$ cat config.mk
export PLATFORM = sky130hd
export DESIGN_NAME = tzf_ctrl
export DESIGN_NICKNAME = d
export VERILOG_FILES = /design/src/hw/rtl/tzf_pkg.sv /design/src/hw/rtl/tzf_ctrl.sv
export SDC_FILE = /design/constraint.sdc
export NUM_CORES = 1
export LEC_CHECK = 0
export BUFFER_PORTS_ARGS = -buffer_cell sky130_fd_sc_hd__clkbuf_2
export CAP_MARGIN = 20
export CORE_AREA = 2 2 39 41
export DETAILED_ROUTE_END_ITERATION = 6
export DIE_AREA = 0 0 41 43
export PLACE_DENSITY = 0.39
export SYNTH_ARGS = -nofsm -noshare
export SYNTH_HDL_FRONTEND = slang
export SYNTH_SLANG_ARGS = --single-unit
$ cat constraint.sdc
create_clock -name clk -period 1.2 [get_ports clk]
set_clock_uncertainty 0.15 [all_clocks]
set_input_delay 0.18 -clock clk [delete_from_list [all_inputs] [get_ports clk]]
set_output_delay 0.18 -clock clk [all_outputs]
set_load 0.01 [all_outputs]
$ cat src/hw/rtl/tzf_pkg.sv
// Package for the tilt-compensated zone minimum fusion block.
// Holds field widths, register indexes, shared types and the sine table.
// Depends on nothing.
`timescale 1ns / 1ps
package tzf_pkg;
  localparam int ZONE_COUNT_DEF = 16;
  localparam int IDX_W = 4;
  localparam int DIST_W = 14;
  localparam int STAT_W = 8;
  localparam int PITCH_W = 14;
  localparam int VAL_W = 16;
  localparam int CFG_IDX_W = 3;
  localparam logic [STAT_W-1:0] VALID_STATUS = 8'd5;
  localparam logic signed [PITCH_W-1:0] PITCH_LIMIT = 14'sd5760;

  typedef enum logic [CFG_IDX_W-1:0] {
    REG_TAN0 = 3'd0, REG_TAN1 = 3'd1, REG_TAN2 = 3'd2, REG_TAN3 = 3'd3,
    REG_MAXFWD = 3'd4
  } reg_idx_t;

  // Controller to datapath commands.
  typedef struct packed {
    logic load;   // capture the input word and table lookups
    logic mul1;   // form the four products s*2^14, t*s, c*2^14, t*c
    logic mul2;   // multiply factors by distance
    logic upd;    // compare, round, update minima
    logic emit;   // load the output register and clear minima
  } tzf_cmd_t;

  typedef struct packed {
    logic last;   // the captured word closes the frame
  } tzf_sts_t;

  function automatic logic [14:0] sin_tab(input logic [6:0] k);
    logic [14:0] v;
    case (k)
      7'd0: v=0; 7'd1: v=286; 7'd2: v=572; 7'd3: v=857; 7'd4: v=1143;
      7'd5: v=1428; 7'd6: v=1713; 7'd7: v=1997; 7'd8: v=2280; 7'd9: v=2563;
      7'd10: v=2845; 7'd11: v=3126; 7'd12: v=3406; 7'd13: v=3686; 7'd14: v=3964;
      7'd15: v=4240; 7'd16: v=4516; 7'd17: v=4790; 7'd18: v=5063; 7'd19: v=5334;
      7'd20: v=5604; 7'd21: v=5872; 7'd22: v=6138; 7'd23: v=6402; 7'd24: v=6664;
      7'd25: v=6924; 7'd26: v=7182; 7'd27: v=7438; 7'd28: v=7692; 7'd29: v=7943;
      7'd30: v=8192; 7'd31: v=8438; 7'd32: v=8682; 7'd33: v=8923; 7'd34: v=9162;
      7'd35: v=9397; 7'd36: v=9630; 7'd37: v=9860; 7'd38: v=10087; 7'd39: v=10311;
      7'd40: v=10531; 7'd41: v=10749; 7'd42: v=10963; 7'd43: v=11174;
      7'd44: v=11381; 7'd45: v=11585; 7'd46: v=11786; 7'd47: v=11982;
      7'd48: v=12176; 7'd49: v=12365; 7'd50: v=12551; 7'd51: v=12733;
      7'd52: v=12911; 7'd53: v=13085; 7'd54: v=13255; 7'd55: v=13421;
      7'd56: v=13583; 7'd57: v=13741; 7'd58: v=13894; 7'd59: v=14044;
      7'd60: v=14189; 7'd61: v=14330; 7'd62: v=14466; 7'd63: v=14598;
      7'd64: v=14726; 7'd65: v=14849; 7'd66: v=14968; 7'd67: v=15082;
      7'd68: v=15191; 7'd69: v=15296; 7'd70: v=15396; 7'd71: v=15491;
      7'd72: v=15582; 7'd73: v=15668; 7'd74: v=15749; 7'd75: v=15826;
      7'd76: v=15897; 7'd77: v=15964; 7'd78: v=16026; 7'd79: v=16083;
      7'd80: v=16135; 7'd81: v=16182; 7'd82: v=16225; 7'd83: v=16262;
      7'd84: v=16294; 7'd85: v=16322; 7'd86: v=16344; 7'd87: v=16362;
      7'd88: v=16374; 7'd89: v=16382;
      default: v=16384;
    endcase
    return v;
  endfunction

  // Interpolated sine, a in 0..5760, Q1.14 result.
  function automatic logic [14:0] sin_interp(input logic [12:0] a);
    logic [6:0] k;
    logic [5:0] f;
    logic [14:0] lo, hi;
    logic signed [22:0] dl;
    k = a[12:6];
    f = a[5:0];
    lo = sin_tab(k);
    hi = (k < 7'd90) ? sin_tab(k + 7'd1) : sin_tab(7'd90);
    dl = (($signed({8'd0, hi}) - $signed({8'd0, lo})) * $signed({17'd0, f})) + 23'sd32;
    return lo + 15'(dl >>> 6);
  endfunction
endpackage

$ cat src/hw/rtl/tzf_ctrl.sv
// Sequencer for the zone fusion block: takes one zone word at a time through the load, product and update states.
// Depends on tzf_pkg for the command and status structs.
`timescale 1ns / 1ps
module tzf_ctrl (
  input  logic clk,
  input  logic rst_n,
  input  logic in_valid,
  output logic in_ready,
  output logic out_valid,
  input  logic out_ready,
  input  tzf_pkg::tzf_sts_t sts,
  output tzf_pkg::tzf_cmd_t cmd
);
  typedef enum logic [2:0] {S_IDLE, S_MUL1, S_MUL2, S_UPD, S_WAIT} state_t;
  state_t state_r, state_nxt;
  logic out_valid_r, out_valid_nxt;

  assign in_ready = (state_r == S_IDLE);
  assign out_valid = out_valid_r;

  always_comb begin
    state_nxt = state_r;
    out_valid_nxt = out_valid_r && !out_ready;
    cmd = '0;
    case (state_r)
      S_IDLE: begin
        if (in_valid) begin
          cmd.load = 1'b1;
          state_nxt = S_MUL1;
        end
      end
      S_MUL1: begin
        cmd.mul1 = 1'b1;
        state_nxt = S_MUL2;
      end
      S_MUL2: begin
        cmd.mul2 = 1'b1;
        state_nxt = S_UPD;
      end
      S_UPD: begin
        cmd.upd = 1'b1;
        state_nxt = sts.last ? S_WAIT : S_IDLE;
      end
      S_WAIT: begin
        if (!out_valid_r || out_ready) begin
          cmd.emit = 1'b1;
          out_valid_nxt = 1'b1;
          state_nxt = S_IDLE;
        end
      end
      default: state_nxt = S_IDLE;
    endcase
  end

  always_ff @(posedge clk) begin
    if (!rst_n) begin
      state_r <= S_IDLE;
      out_valid_r <= 1'b0;
    end else begin
      state_r <= state_nxt;
      out_valid_r <= out_valid_nxt;
    end
  end
endmodule

## Word-level counts from Yosys, hierarchy flattened

Cells that the tools add are included.

| word-level totals | value |
|---|---|
| bits in registers | 4 |
| input bits | 5 |
| output and inout bits | 7 |
| logic and storage cells | 27 |

| operators by class | value |
|---|---|
| equal/unequal tests | 6 |
| multiplexer cells | 13 |
| reduce and logical (&&, ||, !) cells | 6 |

Operator list:

| operator | count |
|---|---|
| one-hot mux 3 bit (5 select lines) | 1 |
| 2-to-1 mux 1 bit | 9 |
| 2-to-1 mux 3 bit | 3 |
| equality test 3 x 2 -> 1 bit, second input constant | 2 |
| != test 2 bit, second input constant | 2 |
| equality test 3 x 1 -> 1 bit, second input constant | 1 |
| equality test 3 bit, second input constant | 1 |
| logical NOT 3 bit | 1 |
| logical NOT 1 bit | 2 |
| AND reduction 2 bit | 1 |
| logical AND 1 bit | 1 |
| logical OR 1 bit | 1 |

## Longest topological paths before layout

| depth | value |
|---|---|
| depth after elaboration | 4 |
| gate-level depth with buffers | 2 |
| mapped depth without buffers | 2 |

## Worst setup path before layout

Ideal clock, no wire load.

| path | value |
|---|---|
| path type | reg2out |
| start | register state_r[2] |
| end | output cmd[4] (netlist name) |
| data arrival time | 0.922 ns |
| data required time | 0.870 ns |
| slack | -0.052 ns |
| stages on the path, launching flop included | 3 |
| buffers on the path | 0 |
| path through | dfxtp_1 -> nor3_1 -> and2_1 |

RTL lines:

| item | RTL line | source |
|---|---|---|
| start, declared | tzf_ctrl.sv:15 | `state_t state_r, state_nxt;` |
| start signal, assigned | tzf_ctrl.sv:60 | `state_r <= state_nxt;` |
| end, declared | tzf_ctrl.sv:12 | `output tzf_pkg::tzf_cmd_t cmd` |

==> metrics.csv <==
stage,metric,value,unit
placed_design,Port Buffer Count,11,
route,Final ANT Viol Nets,0,
die,Initial Util,14.1,%
layout,# diodes,0,
hold_path,Hold Path End,out_valid$_SDFF_PN0_,
placed_design,Placed Cells,48,
timing,Fin Setup TNS,-0.779,ns
die,core area,1380,µm²
timing,Slew Limit Fails,0,
critical_path,crit end category,primary output,
global_routing,gr ovfl total,0,
timing,PnR worst setup slack,-0.178,ns
job,maxcap violations,0,
power_and_ir_drop,Clock power frac,40.0,%
yosys,Synth Instances,19,
placed_design,DPL Wire Length,405,µm
power_and_ir_drop,Power per Cell Area,1180,nW/µm²
yosys,Mapped Nets,24,
die,Die ar.,1760,µm²
layout,Layout Nets,44,
global_routing,global-route usage over all layers,7.64,%
critical_path,Worst R2R Path Depth,3,
clocking,# clock sinks,4,
layout,# fillers,156,
timing,final hold vios,0,
power_and_ir_drop,LEAKAGE,0.164,nW
timing,Tmin final,1.38,ns
global_routing,first-pass GRT wire length,814,µm
critical_path,crit start category,flop,
clocking,Root Driver,clkbuf_4,
critical_path,crit-path max FO,6,
power_and_ir_drop,Net Sw Frac,25.8,%
yosys,Mapped Avg Cell Area,10.3,µm²
hold_path,hold path startpoint,rst_n,
route,First-pass DRT Iterations,1,
die,IO Pins,12,
die,Die Y,43,µm
clocking,Worst-Skew Late Latency,0.23,ns
layout,fin cells,53,
timing,Tcrit/Tclk final,115,%
global_routing,vias in the first global route,205,
timing,RSZ-0062 raised after global routing,true,
yosys,synthesized cell area,195,µm²
run_status,status,"complete, but fails checks",
global_routing,largest net degree at the start of global routing,8,
hold_path,worst hold path cell count,2,
clocking,cts hold-fix bufs,0,
timing,Max transition margin,85.4,%
yosys,Async SR Flop Fraction,0,%
yosys,Synth area leader,dfxtp_1,
critical_path,FF-to-FF End,state_r[2]$_SDFFE_PN0P_,
layout,area grow syn2layout,78.2,%
placed_design,Post-DP Area,290,µm²
clocking,CTS Buf Count,3,
yosys,YS warnings,0,
yosys,Netlist cell types,11,
power_and_ir_drop,Sw Pwr,0.105,mW
clocking,clock buffer depth,2,
yosys,post-synth top area share,41.0,%
layout,multi-input logic area,131,µm²
power_and_ir_drop,Seq pwr share,39.3,%
route,WL/cell,9.83,µm
power_and_ir_drop,combinational share of power,20.8,%
route,via count,216,
critical_path,Reg2Reg Setup Slack,0.09,ns
yosys,Synth area leaders,"dfxtp_1, nor3b_2, nor3b_1",
clocking,H-tree Lvls,1,
critical_path,critical path data required time,0.87,ns
yosys,"FF+latch count, synth",4,
timing,Final setup viols,6,
clocking,CTS tree,done,
global_routing,initial antenna violation count,0,
layout,layout cell share with drive strength beyond 1,67.6,%
die,Core Rows,14,
power_and_ir_drop,Internal Power,0.304,mW
layout,Storage cell area,88.8,µm²
die,die width,41,µm
timing,hold slack,0.0700,ns
critical_path,Worst EP arrival,1.05,ns
route,Post-Route WL,521,µm
critical_path,critical path type,reg -> out,
timing,Peak Freq,726,MHz
run_status,failing checks,setup timing,
yosys,Post-synth EDFFs,0,
route,Starting DRT DRC Count,0,
route,# DRC,0,
power_and_ir_drop,VDD IR max,0.564,mV
clocking,clk slew on worst S/H paths,0.04,ns
yosys,Main synth FF type,dfxtp_1,
yosys,"Seq/Total Area, Yosys",41.0,%
yosys,most frequent cell after synthesis,dfxtp_1,
placed_design,Routability Congestion,0.607,
critical_path,r2r startpoint,state_r[2]$_SDFFE_PN0P_,
layout,final instance area,348,µm²
placed_design,worst slack at placement,-0.0417,ns
route,drt via density,4.08,
timing,Worst-Margin Slew,0.219,ns
hold_path,worst hold path type,in -> reg,
-- routing by layer --
metal	GRT usage, %	share of wire [%]	up-vias
li1	-	-	105
met1	8.39	42	96
met2	9.06	40	15
met4	2.00	0	0
met5	0	0	-
met3	9.42	18	0
-- worst max-delay path: stages (launching register included) --
cell	delay [ns]
dfxtp_4	0.36
nor3b_4	0.20
nor2b_1	0.13
buf_2	0.13
-- metrics by stage --
step	power (mW)	util (%)
floorplan	0.198	-
global placement	0.232	21.0
detailed placement	0.237	21.0
CTS	0.422	25.1
global route	0.444	25.1
finish	0.409	25.1
-- worst max-delay path by stage --
stage / end / startpoint / slack [ns]
5_1_grt: cmd[0] / state_r[1]$_SDFFE_PN0P_ / -0.24
4_1_cts: cmd[0] / state_r[1]$_SDFFE_PN0P_ / -0.20
6_report: cmd[0] / state_r[1]$_SDFFE_PN0P_ / -0.18
2_1_floorplan: cmd[0] / state_r[2]$_SDFFE_PN0P_ / 0.002
3_5_place_dp: cmd[0] / state_r[0]$_SDFFE_PN0P_ / -0.04
3_3_place_gp: cmd[0] / state_r[0]$_SDFFE_PN0P_ / -0.01
-- power by group through the flow --
stage / clock (mW) / combinational (mW) / sequential [mW]
finish: 0.164 / 0.0850 / 0.161
global route: 0.188 / 0.0927 / 0.164
CTS: 0.174 / 0.0866 / 0.161
detailed placement: 0 / 0.0775 / 0.160
global placement: 0 / 0.0748 / 0.158
floorplan: 0 / 0.0406 / 0.157
-- layout by cell type (no fill, tap or decap), types with 2 or more instances in the layout --
cell type / synthesis / layout
clkbuf_4: 0 / 3
buf_2: 0 / 5
clkbuf_2: 0 / 6
dfxtp_4: 0 / 2
buf_4: 0 / 4
nor2b_1: 2 / 2
and2_1: 2 / 2
nor3b_2: 2 / 2
-- kinds of logic after synthesis --
group | share of synthesized area (%)
AOI/OAI and AO/OA | 11.5
xor gates and xnor gates | 4.49
DFF | 41.0
and+or+nand+nor | 42.9
-- layout make-up --
cell class	count	share of cell area, %
clock buffer	3	6.47
tap	16	5.76
multi-input combinational	15	37.8
timing repair buffer	15	24.5
sequential	4	25.5
-- flip-flops by register name (all words and copies together), names as in the netlist --
name	cells
out_valid	1
state_r	3
-- what timing repair did --
item / CTS / global route
gates cloned: 0 / 0
gates resized for setup: 7 / 5
setup buffers: 2 / 0
pin swaps: 4 / 0
endpoints found under the setup margin: 6 / 6
No activity file was read; power rests on OpenSTA's default activity.
